**src/hw/rtl/mtrs_pkg.sv**
```systemverilog
// shared constants, payload types and controller/datapath interface for the register server
package mtrs_pkg;

  // sizing
  localparam int MAX_REGS    = 16;
  localparam int REG_WORDS   = 256;
  localparam int HDR_BYTES   = 13;
  localparam int FRAME_DEPTH = HDR_BYTES + 2 * MAX_REGS;
  localparam int FRM_AW      = $clog2(FRAME_DEPTH);
  localparam int CNT_W       = $clog2(FRAME_DEPTH + 1);
  localparam int REG_AW      = $clog2(REG_WORDS);
  localparam int NREG_W      = $clog2(MAX_REGS + 1);
  localparam int HDR_AW      = $clog2(HDR_BYTES);

  // frame layout and lengths
  localparam int MIN_LEN          = 8;
  localparam int READ_LEN         = 12;
  localparam int FC_IDX           = 7;
  localparam int LEN_EXTRA        = 3;
  localparam int READ_HDR_LAST    = 8;
  localparam int WRITE_REPLY_LAST = 11;
  localparam logic [7:0] WRITE_LEN_LO = 8'd6;

  // input modes
  localparam logic [1:0] MODE_NET     = 2'd0;
  localparam logic [1:0] MODE_HOST_WR = 2'd1;
  localparam logic [1:0] MODE_HOST_RD = 2'd2;

  // function codes
  localparam logic [7:0] FC_READ  = 8'd3;
  localparam logic [7:0] FC_WRITE = 8'd16;

  // status codes
  localparam logic [1:0] ST_OK    = 2'd0;
  localparam logic [1:0] ST_FUNC  = 2'd1;
  localparam logic [1:0] ST_RANGE = 2'd2;
  localparam logic [1:0] ST_FRAME = 2'd3;

  typedef struct packed {
    logic [1:0]  mode;
    logic [7:0]  rx_byte;
    logic        rx_last;
    logic [7:0]  host_addr;
    logic [15:0] host_data;
  } req_t;

  typedef struct packed {
    logic [7:0]  tx_byte;
    logic        tx_last;
    logic [15:0] host_rdata;
    logic [1:0]  status;
  } rsp_t;

  // controller to datapath
  typedef struct packed {
    logic take;
    logic clr_inc;
    logic check;
    logic emit_err;
    logic emit_hdr;
    logic rd_issue;
    logic emit_hi;
    logic emit_lo;
    logic fetch0;
    logic fetch1;
    logic store_word;
    logic host_emit;
  } dp_cmd_t;

  // datapath to controller
  typedef struct packed {
    logic       clr_last;
    logic       host_in_range;
    logic [1:0] chk_code;
    logic       chk_wr;
    logic       is_wr;
    logic       hdr_last;
    logic       reg_last;
  } dp_sts_t;

endpackage

```
**src/hw/rtl/mtrs_ctrl.sv**
```systemverilog
// controller state machine: sequences clearing, frame checks, replies and host accesses
module mtrs_ctrl (
  input  logic               clk,
  input  logic               rst,
  input  logic               start,
  input  logic [1:0]         mode,
  input  logic               rx_last,
  input  mtrs_pkg::dp_sts_t  sts,
  output mtrs_pkg::dp_cmd_t  cmd,
  output logic               busy
);

  typedef enum logic [10:0] {
    S_CLEAR   = 11'b000_0000_0001,
    S_IDLE    = 11'b000_0000_0010,
    S_CHECK   = 11'b000_0000_0100,
    S_HDR     = 11'b000_0000_1000,
    S_RD_ADDR = 11'b000_0001_0000,
    S_RD_HI   = 11'b000_0010_0000,
    S_RD_LO   = 11'b000_0100_0000,
    S_WR_B0   = 11'b000_1000_0000,
    S_WR_B1   = 11'b001_0000_0000,
    S_WR_ST   = 11'b010_0000_0000,
    S_HOST_RD = 11'b100_0000_0000
  } state_t;

  state_t state;
  state_t state_next;

  // state register
  always_ff @(posedge clk) begin
    if (rst) begin
      state <= S_CLEAR;
    end else begin
      state <= state_next;
    end
  end

  // next state and commands
  always_comb begin
    cmd        = '0;
    state_next = state;
    case (state)
      S_CLEAR: begin
        cmd.clr_inc = 1'b1;
        if (sts.clr_last) begin
          state_next = S_IDLE;
        end
      end
      S_IDLE: begin
        cmd.take = start;
        if (start) begin
          case (mode)
            mtrs_pkg::MODE_NET: begin
              if (rx_last) begin
                state_next = S_CHECK;
              end
            end
            mtrs_pkg::MODE_HOST_RD: begin
              if (sts.host_in_range) begin
                state_next = S_HOST_RD;
              end
            end
            default: ;
          endcase
        end
      end
      S_CHECK: begin
        cmd.check = 1'b1;
        if (sts.chk_code != mtrs_pkg::ST_OK) begin
          cmd.emit_err = 1'b1;
          state_next   = S_IDLE;
        end else if (sts.chk_wr) begin
          state_next = S_WR_B0;
        end else begin
          state_next = S_HDR;
        end
      end
      S_HDR: begin
        cmd.emit_hdr = 1'b1;
        if (sts.hdr_last) begin
          state_next = sts.is_wr ? S_IDLE : S_RD_ADDR;
        end
      end
      S_RD_ADDR: begin
        cmd.rd_issue = 1'b1;
        state_next   = S_RD_HI;
      end
      S_RD_HI: begin
        cmd.emit_hi = 1'b1;
        state_next  = S_RD_LO;
      end
      S_RD_LO: begin
        cmd.emit_lo = 1'b1;
        state_next  = sts.reg_last ? S_IDLE : S_RD_ADDR;
      end
      S_WR_B0: begin
        cmd.fetch0 = 1'b1;
        state_next = S_WR_B1;
      end
      S_WR_B1: begin
        cmd.fetch1 = 1'b1;
        state_next = S_WR_ST;
      end
      S_WR_ST: begin
        cmd.store_word = 1'b1;
        state_next     = sts.reg_last ? S_HDR : S_WR_B0;
      end
      S_HOST_RD: begin
        cmd.host_emit = 1'b1;
        state_next    = S_IDLE;
      end
      default: begin
        state_next = S_IDLE;
      end
    endcase
  end

  assign busy = (state != S_IDLE);

`ifndef SYNTH
  // at most one result source per cycle
  a_one_emit: assert property (@(posedge clk) disable iff (rst)
    $onehot0({cmd.emit_err, cmd.emit_hdr, cmd.emit_hi, cmd.emit_lo, cmd.host_emit}))
    else $error("two result sources in one cycle");

  // a frame end is always checked next
  a_frame_check: assert property (@(posedge clk) disable iff (rst)
    cmd.take && mode == mtrs_pkg::MODE_NET && rx_last |=> state == S_CHECK)
    else $error("frame end not followed by check");

  // a register read is always followed by its first byte
  a_rd_hi: assert property (@(posedge clk) disable iff (rst)
    state == S_RD_ADDR |=> state == S_RD_HI)
    else $error("read issue not followed by first byte");

  // the last stored word of a write starts the echo
  a_wr_echo: assert property (@(posedge clk) disable iff (rst)
    state == S_WR_ST && sts.reg_last |=> state == S_HDR && $past(cmd.store_word))
    else $error("write not followed by echo");
`endif

endmodule

```
**config.mk**
```make
export PLATFORM = sky130hd
export DESIGN_NAME = mtrs_ctrl
export DESIGN_NICKNAME = d
export VERILOG_FILES = /design/src/hw/rtl/mtrs_pkg.sv /design/src/hw/rtl/mtrs_ctrl.sv
export SDC_FILE = /design/constraint.sdc
export NUM_CORES = 1
export LEC_CHECK = 0
export BUFFER_PORTS_ARGS = -buffer_cell sky130_fd_sc_hd__buf_2
export CAP_MARGIN = 10
export CELL_PAD_IN_SITES_DETAIL_PLACEMENT = 2
export CELL_PAD_IN_SITES_GLOBAL_PLACEMENT = 2
export CORE_ASPECT_RATIO = 1.75
export CORE_UTILIZATION = 27
export DETAILED_ROUTE_END_ITERATION = 10
export PLACE_DENSITY_LB_ADDON = 0.1
export SLEW_MARGIN = 30
export SYNTH_ARGS = -nofsm -noshare
export SYNTH_HDL_FRONTEND = slang
export SYNTH_SLANG_ARGS = --single-unit
```
**constraint.sdc**
```tcl
create_clock -name clk -period 3.28 [get_ports clk]
set_input_delay 0.328 -clock clk [delete_from_list [all_inputs] [get_ports clk]]
set_output_delay 0.328 -clock clk [all_outputs]
set_load 0.02 [all_outputs]
```
==> flow_summary.toml <==
[critical_path]
worst-endpoint-arrival_ns = 2.12
critical_path.max_fanout = 6
worst_r2r_endpoint = "state[7]"
cp-endpoint = "cmd[10]"
timing_worst_setup_path_type = "register to output port"
critical_path.reg2reg.startpoint = "state[10]"
worst-r2r-cell-count = 5
cp_data_required_time_ns = 2.95
cp-startpoint = "state[10]"
cp-end-kind = "output port"
r2r_setup_slack_ns = 1.12
setup.worst_path.start_class = "register"

[drt]
drc = 0
routed-via-count = 794
wl_um = 2627
initialDrtViolationCount = 13
detailed_routing_iterations_pass_1 = 2
wl_per_cell_um = 18.50
drtAntennaViolNets = 0
viasPerCell = 5.592

[die]
floorplan.die.width_um = 40.61
floorplan.initialDensity_pct = 28.26
coreArea_sq_um = 2492
rows = 24
fp.dieArea_sq_um = 2825
fp.dieH_um = 69.57
design.portCount = 27

[yosys]
synthesis.area_per_instance_sq_um = 8.097
muxShareOfSynthArea_pct = 1.421
synth.yosys.warnings = 0
number_of_synthesized_flops_with_an_enable_pin = 0
synth_ff_type = "dfxtp_1"
post_synth_instance_area_sq_um = 704.4
synthDistinctLibCells = 35
net_count_after_synthesis = 101
asyncSetResetFlopFracSynth_pct = 0
synth-seq-cells = 11
synth_simple_gate_area_share_pct = 48.85
synth.top_cells.by_area = "dfxtp_1 (31%), nor2_1 (6.4%), nor3b_1 (6.4%), nor4b_1 (6.2%), inv_1 (3.7%)"
synth_top_family_by_area = "simple AND/OR/NAND/NOR gates"
synthDominantCellAreaShare_pct = 31.26
synth_cells = 87
yosysSeqAreaShare_pct = 31.26
synth_fa_ha_area_share_pct = 0
synth-xor-area-share_pct = 1.243
synth-compound-area-share_pct = 12.79
synth.largest_area_cell = "dfxtp_1"

[cells_and_area]
num_antenna_cells = 0
layout.cells.most_common_list = "buf_2 (26), nor2_1 (12), dfxtp_1 (11)"
area_of_the_multi_input_gates_sq_um = 452.9
largest_register = "state"
layout.area.seq_sq_um = 220.2
layout-drive-gt1-share_pct = 28.45
layout_commonest_cell = "buf_2"
layout_area_overhead_pct = 28.77
largest_reg_flops = 11
reg.largest.list = "state: 11 flops"
finish.net_count = 131
fillers = 315

[timing]
fin_setup_tns_ns = 0
rsz_0062_raised_after_global_routing = "false"
timing.final.ws_setup_ns = 0.8284
final_hold_viol_count = 0
final.setup_skew_ns = 0.0009850
worst_pin_slew_ns = 0.6711
finalHoldWorstSlack_ns = 0.3603
slew_headroom_pct = 54.92
finalMaxSlewViolations = 0
period_share_pct = 74.74
finalSetupViolCount = 0
max_freq_ghz = 0.4079
finalCriticalPeriod_ns = 2.452

[clocking]
clkLatencyLatePin_ns = 0.24
clock_pin_slew_reported_for_the_worst_setup_and_hold_paths_after_clock_tree_synthesis_ns = 0.05
cts_max_path_buffers = 2
number_of_buffers_added_to_fix_hold_violations_after_cts = 0
cts_resized = 0
tritoncts_clock_tree = "yes"
clock_sink_count = 11
cts.repair_timing.setup_buffer_count = 0
cts_buffers = 3
clock_tree.htree_level_count = 1
ctsRootBufferMaster = "clkbuf_8"

[power]
pwr_density_cell_nw_per_um2 = 370.6
ir_worst_vdd_uv = 181.1
power.static_leakage_nw = 0.4335
p_total_w = 0.0003362

[global_routing]
gr-total-overflow = 0
maximum_number_of_pins_on_one_net_before_global_route_repair = 9
first_global_vias = 896
grt_first_pass_wirelength_um = 4160
groute.usage.overall_pct = 21.36
grt_antenna_before_repair = 0

[placed_design]
routabilityCongestion = 0.7115
dp_hpwl_um = 2200
port_buffers = 26
dp_worst_setup_slack_ns = 1.080

[run_status]
status = "completed"

[job]
drv.max_cap_violation_count = 0

[min_path]
hold_class = "input pin to register"
min_delay_path_depth = 3
[how the worst min path moves through the flow]
stage | startpoint | slack (ns) | end
2_1_floorplan | rst | 0.40 | state[3]
3_3_place_gp | sts[7] | 0.62 | state[0]
4_1_cts | sts[7] | 0.36 | state[0]
6_report | sts[7] | 0.36 | state[0]
5_1_grt | rst | 0.40 | state[6]
3_5_place_dp | sts[7] | 0.62 | state[0]
[critical path: stages (launching register included)]
cell and delay [ns]:
dfxtp_1 0.35, nor3_1 0.59, nand2_1 0.26, nor4_1 0.43
buf_2 0.25
[power breakdown]
part           total (W)  switching [W]  internal (W)
clock network   0.000139      0.0000538     0.0000856
registers       0.000142     0.00000535      0.000137
logic          0.0000545      0.0000328     0.0000218
total           0.000336      0.0000919      0.000244
[cells in the mapped netlist, drive strengths merged (2+ instances only)]
cell,count
nor3b,6
nand2,6
nor4,5
nand3,2
dfxtp,11
nor2b,2
o21ai,4
and4b,2
inv,7
nor4b,6
nor3,2
a21oi,4
nor2,12
[cell type report]
type / instances / share of cell area, %
clock buffer: 4 / 4.966
inverter: 7 / 2.897
multi-input combinational: 68 / 49.93
sequential: 11 / 24.28
tap: 26 / 3.586
timing repair buffer: 26 / 14.34
[logic make-up after synthesis]
| group | count (synthesis) |
|---|---|
| DFF | 11 |
| and+or+nand+nor | 52 |
| xor gates and xnor gates | 1 |
| muxes | 1 |
| buffers and inverters | 8 |
| AOI/OAI and AO/OA | 14 |
[layer usage]
metal,up-vias,track usage (%),wire length [um]
li1,381,-,-
met2,14,41.27,1617
met5,-,0,0
met3,7,3.205,45
met1,392,19.15,910
met4,0,7.778,53
[per-stage QoR]
stage / util [%] / instances / instance area, sq um
5_1_grt: 36.40 / 142 / 907.1
4_1_cts: 36.40 / 142 / 907.1
2_1_floorplan: - / 87 / 704.4
6_report: 36.40 / 142 / 907.1
3_5_place_dp: 34.59 / 138 / 862.1
3_3_place_gp: 34.59 / 138 / 862.1
(Power assumes the default switching activity.)
